### config.mk
export PLATFORM = sky130hd
export DESIGN_NAME = run_coded_text_decoder
export DESIGN_NICKNAME = d
export VERILOG_FILES = /design/src/rtl/core/rctd_pkg.sv /design/src/rtl/core/run_coded_text_decoder.sv
export SDC_FILE = /design/constraint.sdc
export NUM_CORES = 1
export LEC_CHECK = 0
export BUFFER_PORTS_ARGS = -buffer_cell sky130_fd_sc_hd__buf_4
export CORE_ASPECT_RATIO = 0.8
export CORE_UTILIZATION = 52
export DETAILED_ROUTE_END_ITERATION = 6
export PLACE_DENSITY = 0.87
export SLEW_MARGIN = 20
export SYNTH_ARGS = -nofsm -noshare
export SYNTH_HDL_FRONTEND = slang
export SYNTH_SLANG_ARGS = --single-unit
### constraint.sdc
create_clock -name clk_i -period 1.9 [get_ports clk_i]
set_input_delay 0.19 -clock clk_i [delete_from_list [all_inputs] [get_ports clk_i]]
set_output_delay 0.19 -clock clk_i [all_outputs]
set_load 0.02 [all_outputs]
### src/rtl/core/rctd_pkg.sv
`timescale 1ns / 1ps
// ----------------------------------------------------------------------------
// rctd_pkg
// types, constants and the nibble symbol table of the run-coded text decoder
// ----------------------------------------------------------------------------
package rctd_pkg;

  typedef enum logic [1:0] {
    MODE_HEADER  = 2'd0,
    MODE_LITERAL = 2'd1,
    MODE_PACKED  = 2'd2
  } run_mode_e;

  typedef struct packed {
    logic [7:0] text_byte;
    logic       last;
  } result_t;

  localparam logic [7:0] HdrNewline = 8'hFF;
  localparam logic [7:0] SymCr      = 8'h0D;
  localparam logic [7:0] LitMask    = 8'h33;

  function automatic logic [7:0] nibble_sym(input logic [3:0] nib);
    logic [7:0] sym;
    case (nib)
      4'h0:    sym = 8'h00;
      4'h1:    sym = 8'h20;
      4'h2:    sym = 8'h2D;
      4'h3:    sym = 8'h2E;
      4'h4:    sym = 8'h30;
      4'h5:    sym = 8'h31;
      4'h6:    sym = 8'h32;
      4'h7:    sym = 8'h33;
      4'h8:    sym = 8'h34;
      4'h9:    sym = 8'h35;
      4'hA:    sym = 8'h36;
      4'hB:    sym = 8'h37;
      4'hC:    sym = 8'h38;
      4'hD:    sym = 8'h39;
      4'hE:    sym = 8'h0A;
      default: sym = 8'h00;
    endcase
    return sym;
  endfunction

endpackage

### src/rtl/core/run_coded_text_decoder.sv
`timescale 1ns / 1ps
// results are registered: a result is offered in the cycle after its item is accepted
// throughput (one-result-per-cycle output): one item per cycle for header and literal
// bytes with out_ready_i high; two-symbol packed bytes stall input until one is taken
// reset: rst_ni async low, mode returns to header, count to zero, result buffer empty
// ----------------------------------------------------------------------------
// run_coded_text_decoder
// decodes a run-coded byte stream into text, up to two characters per item
// ----------------------------------------------------------------------------
module run_coded_text_decoder (
  input  logic       clk_i,
  input  logic       rst_ni,
  input  logic       in_valid_i,
  output logic       in_ready_o,
  input  logic [7:0] coded_byte_i,
  output logic       out_valid_o,
  input  logic       out_ready_i,
  output logic [7:0] text_byte_o,
  output logic       last_of_item_o
);
  import rctd_pkg::*;

  run_mode_e   mode_q, mode_d;
  logic [6:0]  left_q, left_d;
  result_t     r0_q, r0_d, r1_q, r1_d;
  logic [1:0]  cnt_q, cnt_d;

  result_t     res0, res1;
  logic [1:0]  n_res;
  logic [7:0]  hi_sym, lo_sym;
  logic        in_acc, out_acc;

  assign out_valid_o    = (cnt_q != 2'd0);
  assign text_byte_o    = r0_q.text_byte;
  assign last_of_item_o = r0_q.last;
  assign out_acc        = out_valid_o && out_ready_i;
  // take an item only when the buffer will be empty after this cycle
  assign in_ready_o     = (cnt_q == 2'd0) || ((cnt_q == 2'd1) && out_ready_i);
  assign in_acc         = in_valid_i && in_ready_o;

  assign hi_sym = nibble_sym(coded_byte_i[7:4]);
  assign lo_sym = nibble_sym(coded_byte_i[3:0]);

  always_comb begin
    mode_d = mode_q;
    left_d = left_q;
    res0   = '{text_byte: 8'h00, last: 1'b1};
    res1   = '{text_byte: lo_sym, last: 1'b1};
    n_res  = 2'd0;
    case (mode_q)
      MODE_LITERAL: begin
        res0   = '{text_byte: coded_byte_i ^ LitMask, last: 1'b1};
        n_res  = 2'd1;
        left_d = left_q - 7'd1;
        if (left_d == 7'd0) mode_d = MODE_HEADER;
      end
      MODE_PACKED: begin
        if ((left_q <= 7'd1) || (lo_sym == 8'h00)) begin
          res0   = '{text_byte: hi_sym, last: 1'b1};
          n_res  = 2'd1;
          mode_d = MODE_HEADER;
          left_d = 7'd0;
        end else begin
          res0   = '{text_byte: hi_sym, last: 1'b0};
          n_res  = 2'd2;
          left_d = left_q - 7'd2;
          if (left_d == 7'd0) mode_d = MODE_HEADER;
        end
      end
      default: begin
        mode_d = MODE_HEADER;
        if (coded_byte_i == HdrNewline) begin
          left_d = 7'd0;
          res0   = '{text_byte: SymCr, last: 1'b1};
          n_res  = 2'd1;
        end else begin
          left_d = coded_byte_i[6:0];
          if (left_d != 7'd0) mode_d = coded_byte_i[7] ? MODE_PACKED : MODE_LITERAL;
        end
      end
    endcase
  end

  always_comb begin
    r0_d  = r0_q;
    r1_d  = r1_q;
    cnt_d = cnt_q;
    if (out_acc) begin
      r0_d  = r1_q;
      cnt_d = cnt_q - 2'd1;
    end
    if (in_acc) begin
      r0_d  = res0;
      r1_d  = res1;
      cnt_d = n_res;
    end
  end

  always_ff @(posedge clk_i or negedge rst_ni) begin
    if (!rst_ni) begin
      mode_q <= MODE_HEADER;
      left_q <= 7'd0;
      cnt_q  <= 2'd0;
    end else begin
      cnt_q <= cnt_d;
      if (in_acc) begin
        mode_q <= mode_d;
        left_q <= left_d;
      end
    end
  end

  always_ff @(posedge clk_i) begin
    r0_q <= r0_d;
    r1_q <= r1_d;
  end

`ifndef SYNTH
  a_cnt_range: assert property (@(posedge clk_i) disable iff (!rst_ni)
    cnt_q != 2'd3) else $error("result count out of range");

  a_run_gives_result: assert property (@(posedge clk_i) disable iff (!rst_ni)
    in_acc && (mode_q != MODE_HEADER) |=> cnt_q != 2'd0)
    else $error("run item gave no result");

  a_run_nonzero: assert property (@(posedge clk_i) disable iff (!rst_ni)
    (mode_q != MODE_HEADER) |-> (left_q != 7'd0))
    else $error("run mode with zero count");

  a_pair_order: assert property (@(posedge clk_i) disable iff (!rst_ni)
    (cnt_q == 2'd2) |-> (!r0_q.last && r1_q.last))
    else $error("bad last flags on result pair");
`endif

endmodule
# == Word level (Yosys, flattened, before mapping) ==
# Memory sizes are Yosys's and may differ from the RTL's.
# Index checks and enable logic that the tools add are counted.
# op_classes
addsub,3
n_lt_le_gt_ge,1
n_eq_ne,6
n_mux,20
bitwise_logic,1
n_reduce_logical,13
# ops
op,n
$mux W2,9
$mux W9,2
$pmux W9 S2,1
$logic_not A7 Y1,2
$mux W7,2
$pmux W7 S2,1
$eq A8 B8 Y1 const B,1
$logic_not A8 Y1,1
$pmux W2 S2,2
$le A7 B1 Y1 const B,1
$reduce_bool A7 Y1,1
$sub A7 B1 Y7 const B,1
$sub A7 B2 Y7 const B,1
$mux W5,1
$eq A2 B1 Y1 const B,2
$not A4 Y4,1
$reduce_bool A2 Y1,2
$logic_and A1 B1 Y1,3
$ne A3 B3 Y1 const B,1
$reduce_and A3 Y1,1
$eq A2 B2 Y1 const B,1
$logic_not A2 Y1,1
$logic_or A1 B1 Y1,2
$mux W1,2
other kinds (2),2
# totals
regBits,28
rom_bits,192
inputBits,12
output_inout_bits,11
elab_cells,52
n_memories,2
# memory_table
memory,words,width,rd,rd_ports_with_merged_regs,write_ports,line,rtl
(no name shown),16,6,1,0,0,rctd_pkg.sv:25,case (nib)
(no name shown),16,6,1,0,0,rctd_pkg.sv:25,

# == Depth between registers and ports, before layout ==
# Gate-level depths: netlist of run 1.
# An unclocked memory read counts as a cell.
# depth
ltp_word,6
mapped_depth,8
ltp_nobuf,7

# == Worst setup path before layout of run 1 ==
# OpenSTA, ideal clock, no wires.
# synth_path
kind,reg2reg
startpoint,reg left_q[1]
endpoint,reg mode_q[1]
setup_ps,125
arrival_ps,1896
required_ps,1775
slack_ps,-121
stages_incl_launch_ff,8
n_path_buf,0
synth_period_minus_slack_ps,2021
path_cell_list,dfrtp_1 -> inv_1 -> ha_1 -> a21boi_0 -> xor2_1 -> nor4b_2 -> o221ai_2 -> mux2_4
# synth_between
elab_chain_cells,4
elab_cells_between_ends,11
classes_between,add/sub: 2; order compare: 1; eq/ne: 2; mux: 2; reduce/logical: 4
# synth_lines
item,line,rtl
from (decl),run_coded_text_decoder.sv:24,"logic [6:0] left_q, left_d;"
from (signal assigned),run_coded_text_decoder.sv:108,left_q <= left_d;
$sub A7 B2 Y7 (tied with other cells),run_coded_text_decoder.sv:66,left_d = left_q - 7'd2;
$logic_not A7 Y1 (tied with other cells),run_coded_text_decoder.sv:67,if (left_d == 7'd0) mode_d = MODE_HEADER;
$ne A3 B3 Y1 (no source line) (tied with other cells),-,
$reduce_and A3 Y1 (no source line) / $pmux W2 S2 (equally long branches),-,
to (signal assigned),run_coded_text_decoder.sv:107,mode_q <= mode_d;
to (decl),run_coded_text_decoder.sv:23,"run_mode_e mode_q, mode_d;"
# Parallel ways exist; a longest one is shown, timed or not.
# A chain may end at the register's enable or synchronous reset.

# == Worst setup path after layout of run 1 ==
# layout_path
startpoint,reg left_q[1]
endpoint,reg left_q[4]
# layout_between
elab_chain_cells,4
elab_cells_between_ends,6
classes_between,add/sub: 2; order compare: 1; mux: 2; reduce/logical: 1
# layout_lines
item,line,rtl
$le A7 B1 Y1,run_coded_text_decoder.sv:58,if ((left_q <= 7'd1) || (lo_sym == 8'h00)) begin
$logic_or A1 B1 Y1,run_coded_text_decoder.sv:58,
$mux W7,run_coded_text_decoder.sv:58,
$pmux W7 S2 *,run_coded_text_decoder.sv:50,case (mode_q)
# Mark *: on every way between the ends. The rest lies on a longest branch, timed or not.

==> impl_metrics.csv, run 1 <==
group,metric,value,unit
layout,antenna_cells,0,
setup_path,r2r_cells,8,
yosys,yosysTopAreaCell,"edfxtp_1",
clocking,cts_tree,"yes",
setup_path,worstPathCellList,"inv_4 -> ha_2 -> nor3b_1 -> buf_4 -> xor2_1 -> nand2_1 -> a21o_1 -> a21oi_1",
run,drv_cap,0,
clocking,cts_made_buffers,3,
clocking,cts.path.max_buffers,2,
layout,nets,257,
clocking,cts-root-buf,"clkbuf_8",
setup_path,crit_path_max_incr_delay,0.42,ns
outcome,violations,"setup timing",
yosys,syn_nets,218,
setup_path,r2r_setup_slack,-0.19,ns
setup_path,start_kind,"flop",
detailed_routing,wl,5210,um
setup_path,cp.depth,8,
sta,period_minus_slack,2.09,ns
min_path,min_path_type,"in -> reg",
global_route,grt_max_degree,16,
pwr,power.leakage,1.01,nW
global_route,grt_pass1_vias,1534,
setup_path,path_max_fanout,4,
global_route,overflow,0,
die,die_y,55.2,um
detailed_routing,drt_iter0_markers,150,
setup_path,cp-endpoint,"left_q[4]",
setup_path,crit_arrival,2.29,ns
placed_design,dp_hpwl,3480,um
die,start_util,0.571,
layout,drive_gt1_frac,0.336,
yosys,synth_area_per_cell,9.33,um^2
detailed_routing,final_antenna_net_count,0,
clocking,clock_latency,0.28,ns
yosys,syn_area,1840,um^2
placed_design,dp_slack,-0.0489,ns
placed_design,port-buffer-count,22,
yosys,ys_seq_area_frac,0.395,
clocking,cts_max_level,1,
sta,worstMarginPinSlew,0.609,ns
setup_path,worstPathRequired,2.10,ns
setup_path,worstSetupPathType,"reg -> reg",
setup_path,crit_path_end_kind,"flop",
setup_path,reg2reg_to,"left_q[4]",
placed_design,gp_congestion,0.934,
detailed_routing,drc,0,
outcome,status,"finished with violations",
yosys,ys_types,56,
yosys,ys.flop_type,"edfxtp_1",
layout,syn_to_final_growth,28.1,%
sta,setup_ws,-0.190,ns
die,die_area,3780,um^2
die,die_w,68.5,um
sta,slew_headroom,0.589,
detailed_routing,num_vias,1734,
sta,rsz0062_at_grt,"true",
global_route,antenna_found_initial,0,
sta,post-route-period-util,1.10,
detailed_routing,wire_per_inst,19.0,um
setup_path,crit_slowest_cell,"dfrtp_1",
yosys,async_reset_ff_frac,0.423,
sta,drv_slew,0,
sta,finalHoldViolations,0,
global_route,grt_pass1_wl,7810,um
pwr,report.power.total,4.00,mW
die,coreArea,3220,um^2
clocking,clock-sinks,26,
die,pin_count,23,
setup_path,reg2reg_from,"left_q[1]",
pwr,ir_drop,0.00105,V
setup_path,path_delay_family,"simple AND/OR/NAND/NOR gates",
die,rows,18,
pwr,power_density,1700,nW/um^2
global_route,gr-usage-all-layers,0.298,
layout,final_util,0.731,
yosys,ys_seq_elements,26,
sta,max_freq,479,MHz
yosys,synthCells,197,
clocking,path_clk_slew,0.09,ns
sta,clock_skew,0.00842,ns
detailed_routing,firstDrtPassIters,4,
yosys,yosysTopAreaCellShare,0.245,
yosys,synth_edf_count,15,
setup_path,startpoint,"left_q[1]",
detailed_routing,viasPerCell,6.31,
sta,setup_viol,5,
yosys,synth.area.top_cells,"edfxtp_1 (25%), dfrtp_1 (15%), ha_1 (6.1%)",
yosys,yosysWarningCount,0,
setup_path,path_buf_inv,2,
==> layout make-up <==
type / count / area, um^2
clock buffer: 3 / 41.3
tap: 40 / 50.0
clock inverter: 1 / 30.0
inverter: 13 / 51.3
timing repair buffer: 49 / 374
multi-input combinational: 143 / 1080
fill: 212 / 866
sequential: 26 / 726
==> per-stage QoR <==
step | instance area [um^2] | std cells | setup TNS (ns) | hold slack (ns)
4_1_cts | 2270 | 273 | -0.00452 | 0.244
5_1_grt | 2350 | 275 | -0.933 | 0.247
3_3_place_gp | 2110 | 262 | 0 | 0.0337
2_1_floorplan | 1840 | 197 | 0 | -0.106
6_report | 2350 | 275 | -0.387 | 0.249
3_5_place_dp | 2110 | 262 | -0.0808 | 0.0401
==> worst reg2reg max path: stages (launching register included) <==
cell and delay [ns]:
dfrtp_1 0.42, inv_4 0.11, ha_2 0.22, nor3b_1 0.41, buf_4 0.20, xor2_1 0.24
nand2_1 0.10, a21o_1 0.19, a21oi_1 0.12
==> synth_stat cells, types with 2 or more instances <==
cell type,number
a21boi_0,3
a21o_1,3
a21oi_1,8
a221o_1,3
a221oi_1,2
a22o_1,2
a31oi_1,2
and3_1,7
buf_6,3
clkbuf_1,8
dfrtp_1,11
edfxtp_1,15
ha_1,9
inv_1,13
nand2_1,20
nand2b_1,4
nand3_1,8
nand3b_1,2
nand4_1,2
nor2_1,13
nor3_1,2
nor3b_1,2
nor4_1,2
o21ai_0,8
o21ai_1,3
o22ai_1,2
o31a_1,2
or2_2,2
or3_1,3
xnor2_1,2
xor2_1,6
==> per-layer routing <==
layer  track usage  up-vias  wire [um]
met2         0.471      100       2490
met1         0.395      836       2160
met4        0.0833        0        114
li1              -      784          -
met3        0.0902       14        453
met5             0        -          0
==> sequential cells by signal, indices dropped and copies added (netlist names) <==
name / flops
left_q: 7
last_of_item_o: 1
mode_q: 2
cnt_q: 2
r1_q: 6
text_byte_o: 8
==> logic make-up (layout without fill, tap and decap cells) <==
kind of cell | after synthesis | after routing | share of synthesized area
buffers and inverters | 28 | 66 | 0.0728
xor gates and xnor gates | 8 | 8 | 0.0381
muxes | 3 | 3 | 0.0197
adders and majority gates | 9 | 9 | 0.0613
DFF | 26 | 26 | 0.395
AOI/OAI and AO/OA | 49 | 49 | 0.189
and+or+nand+nor | 74 | 74 | 0.225
==> report_power, final <==
part	internal [mW]	leakage (nW)	switching [mW]	total, mW
combinational	1.16	0.704	1.37	2.53
sequential	0.826	0.275	0.174	1.00
clock	0.283	0.0357	0.184	0.466
total	2.27	1.01	1.73	4.00
==> worst min path at each step <==
| stage | depth (start not counted) | endpoint | slack [ns] | start |
|---|---|---|---|---|
| after global placement | 1 | left_q[2] | 0.03 | rst_ni |
| final | 2 | r1_q[3] | 0.25 | coded_byte_i[2] |
| after floorplan | 0 | cnt_q[0] | -0.11 | rst_ni |
| after CTS | 2 | r1_q[3] | 0.24 | coded_byte_i[2] |
| after detailed placement | 1 | left_q[0] | 0.04 | rst_ni |
| after global routing | 2 | r1_q[3] | 0.25 | coded_byte_i[2] |
==> timing repair <==
action                                  4_1_cts  5_1_grt
hold endpoints to repair                     11        0
pin swaps                                     5        1
resized for setup                            10       14
endpoints found under the setup margin        2       11
buffers inserted                              6        2
cloned                                        0        0
hold buffers                                  1        0
==> placed cells by master (no fill, tap or decap), drive strengths merged, types with 2 or more instances in the layout <==
| cell | count |
|---|---|
| a21boi | 3 |
| a21o | 3 |
| a21oi | 8 |
| a221o | 3 |
| a221oi | 2 |
| a22o | 2 |
| a31oi | 2 |
| and3 | 8 |
| buf | 48 |
| clkbuf | 3 |
| dfrtp | 11 |
| edfxtp | 15 |
| ha | 9 |
| inv | 13 |
| mux2 | 2 |
| nand2 | 20 |
| nand2b | 4 |
| nand3 | 9 |
| nand3b | 2 |
| nand4 | 2 |
| nor2 | 13 |
| nor3 | 3 |
| nor3b | 3 |
| nor4 | 2 |
| o21ai | 12 |
| o22ai | 2 |
| o31a | 2 |
| or2 | 2 |
| or3 | 3 |
| xnor2 | 2 |
| xor2 | 6 |
Note: power is estimated with default switching activity, not from simulation.
==> run 2, diff against run 1 <==
--- a/config.mk
+++ b/config.mk
@@ -9,7 +9,7 @@
 export CORE_ASPECT_RATIO = 0.8
 export CORE_UTILIZATION = 52
 export DETAILED_ROUTE_END_ITERATION = 6
-export PLACE_DENSITY = 0.87
+export PLACE_DENSITY = 0.76
 export SLEW_MARGIN = 20
 export SYNTH_ARGS = -nofsm -noshare
 export SYNTH_HDL_FRONTEND = slang
==> impl_metrics.csv, run 2 (synthesized netlist as in run 1, its figures left out) <==
group,metric,value,unit
outcome,status,"finished, final reports clean",
clocking,cts.path.max_buffers,2,
setup_path,worstSetupPathType,"reg -> reg",
setup_path,startpoint,"left_q[1]",
pwr,ir_drop,0.00104,V
placed_design,place_inst,266,
global_route,grt_pass1_vias,1627,
placed_design,gp_congestion,0.853,
detailed_routing,wl,4780,um
detailed_routing,final_antenna_net_count,0,
min_path,min_path_type,"in -> reg",
setup_path,worstPathRequired,2.07,ns
setup_path,crit_path_end_kind,"flop",
layout,final_common_cell,"buf_4",
global_route,antenna_found_initial,0,
layout,syn_to_final_growth,25.7,%
clocking,cts_made_buffers,3,
die,die_y,55.2,um
detailed_routing,wire_per_inst,17.5,um
detailed_routing,drt_iter0_markers,106,
setup_path,crit_arrival,2.06,ns
clocking,cts_tree,"yes",
die,die_w,68.5,um
global_route,gr-usage-all-layers,0.292,
placed_design,port-buffer-count,22,
sta,finalHoldViolations,0,
die,die_area,3780,um^2
sta,setup_tns,0,ns
setup_path,crit_path_max_incr_delay,0.42,ns
detailed_routing,firstDrtPassIters,4,
sta,drv_slew,0,
layout,final_util,0.718,
sta,setup_viol,0,
layout,largest_reg_flops,8,
global_route,overflow,0,
global_route,grt_max_degree,18,
pwr,power.leakage,0.993,nW
sta,period_minus_slack,1.90,ns
sta,clock_skew,0.00767,ns
setup_path,start_kind,"flop",
setup_path,path_buf_inv,1,
placed_design,dp_hpwl,3560,um
clocking,clock-sinks,26,
detailed_routing,num_vias,1687,
layout,mostFrequentLayoutCells,"buf_4 (45), nand2_1 (19), edfxtp_1 (15)",
layout,antenna_cells,0,
min_path,holdCritStartpoint,"coded_byte_i[0]",
run,drv_cap,0,
die,start_util,0.571,
sta,worstMarginPinSlew,0.394,ns
sta,slew_headroom,0.734,
clocking,path_clk_slew,0.10,ns
setup_path,r2r_setup_slack,0.004,ns
die,rows,18,
detailed_routing,viasPerCell,6.18,
layout,stdcell_count,273,
clocking,clock_latency,0.28,ns
placed_design,dpl_cell_area,2150,um^2
setup_path,worstPathCellList,"inv_2 -> ha_2 -> or4bb_1 -> nor3_2 -> o221ai_2 -> mux2_4",
pwr,power_density,1630,nW/um^2
setup_path,path_max_fanout,4,
global_route,grt_pass1_wl,7820,um
layout,design_area,2310,um^2
clocking,cts-root-buf,"clkbuf_8",
sta,max_freq,527,MHz
die,pin_count,23,
sta,rsz0062_at_grt,"true",
setup_path,crit_slowest_cell,"or4bb_1",
layout,drive_gt1_frac,0.330,
layout,nets,255,
detailed_routing,drc,0,
sta,post-route-period-util,0.998,
die,coreArea,3220,um^2
pwr,report.power.total,3.76,mW
clocking,cts_max_level,1,
setup_path,reg2reg_from,"left_q[1]",
setup_path,path_delay_family,"simple AND/OR/NAND/NOR gates",
==> run 2: changes by cell type in the layout (fill, tap and decap cells not counted), sizes merged <==
| cell | before | now |
|---|---|---|
| buf | 48 | 46 |
==> run 2: what timing repair did <==
| action | 4_1_cts | 5_1_grt |
|---|---|---|
| hold buffers | 1 | 0 |
| setup endpoints to repair | 2 | 14 |
| gates resized for setup | 9 | 10 |
| endpoints found under the hold margin | 11 | 0 |
| pin swaps | 3 | 2 |
| setup buffers | 1 | 1 |
==> run 2: stage by stage <==
step | hold WS, ns | worst slack, ns
5_1_grt | 0.247 | -0.0916
2_1_floorplan | -0.106 | 0.00519
3_3_place_gp | 0.0354 | 0.0250
4_1_cts | 0.236 | 0.00874
6_report | 0.246 | 0.00377
3_5_place_dp | 0.0373 | -0.0411
==> run 2: power breakdown <==
part,leakage (nW),switching (mW),internal [mW]
logic,0.683,1.21,1.07
clock network,0.0357,0.187,0.282
registers,0.274,0.182,0.828
==> run 2: routing by layer <==
layer,wire (um),track usage
met5,0,0
met4,40,0.0729
met1,2040,0.383
met2,2260,0.490
met3,436,0.0635
==> run 2: cell type report <==
cell class	instances	area (um^2)
Tap cell	40	50.0
Fill cell	250	910
Inverter	13	48.8
Sequential cell	26	727
Clock inverter	1	30.0
Timing Repair Buffer	47	368
Multi-Input combinational cell	143	1050
Clock buffer	3	41.3
==> run 2: final timing paths <==
check | end | cells after the start
hold / removal | r1_q[1] | 3
hold reg to reg | text_byte_o[2] | 2
min in group asynchronous | left_q[1] | 2
setup / recovery | mode_q[1] | 6
setup reg to reg | mode_q[1] | 6
max in group asynchronous | left_q[3] | 2
==> run 2: worst register-to-register path, delay by kind of cell, from the launching register on <==
| family | cells | cell delay [ns] |
|---|---|---|
| flip-flops | 1 | 0.37 |
| adder cells (fa/ha/maj) | 1 | 0.32 |
| AO/OA/AOI/OAI | 1 | 0.14 |
| multiplexers | 1 | 0.31 |
| AND/OR/NAND/NOR | 2 | 0.58 |
| buffers and inverters | 1 | 0.08 |
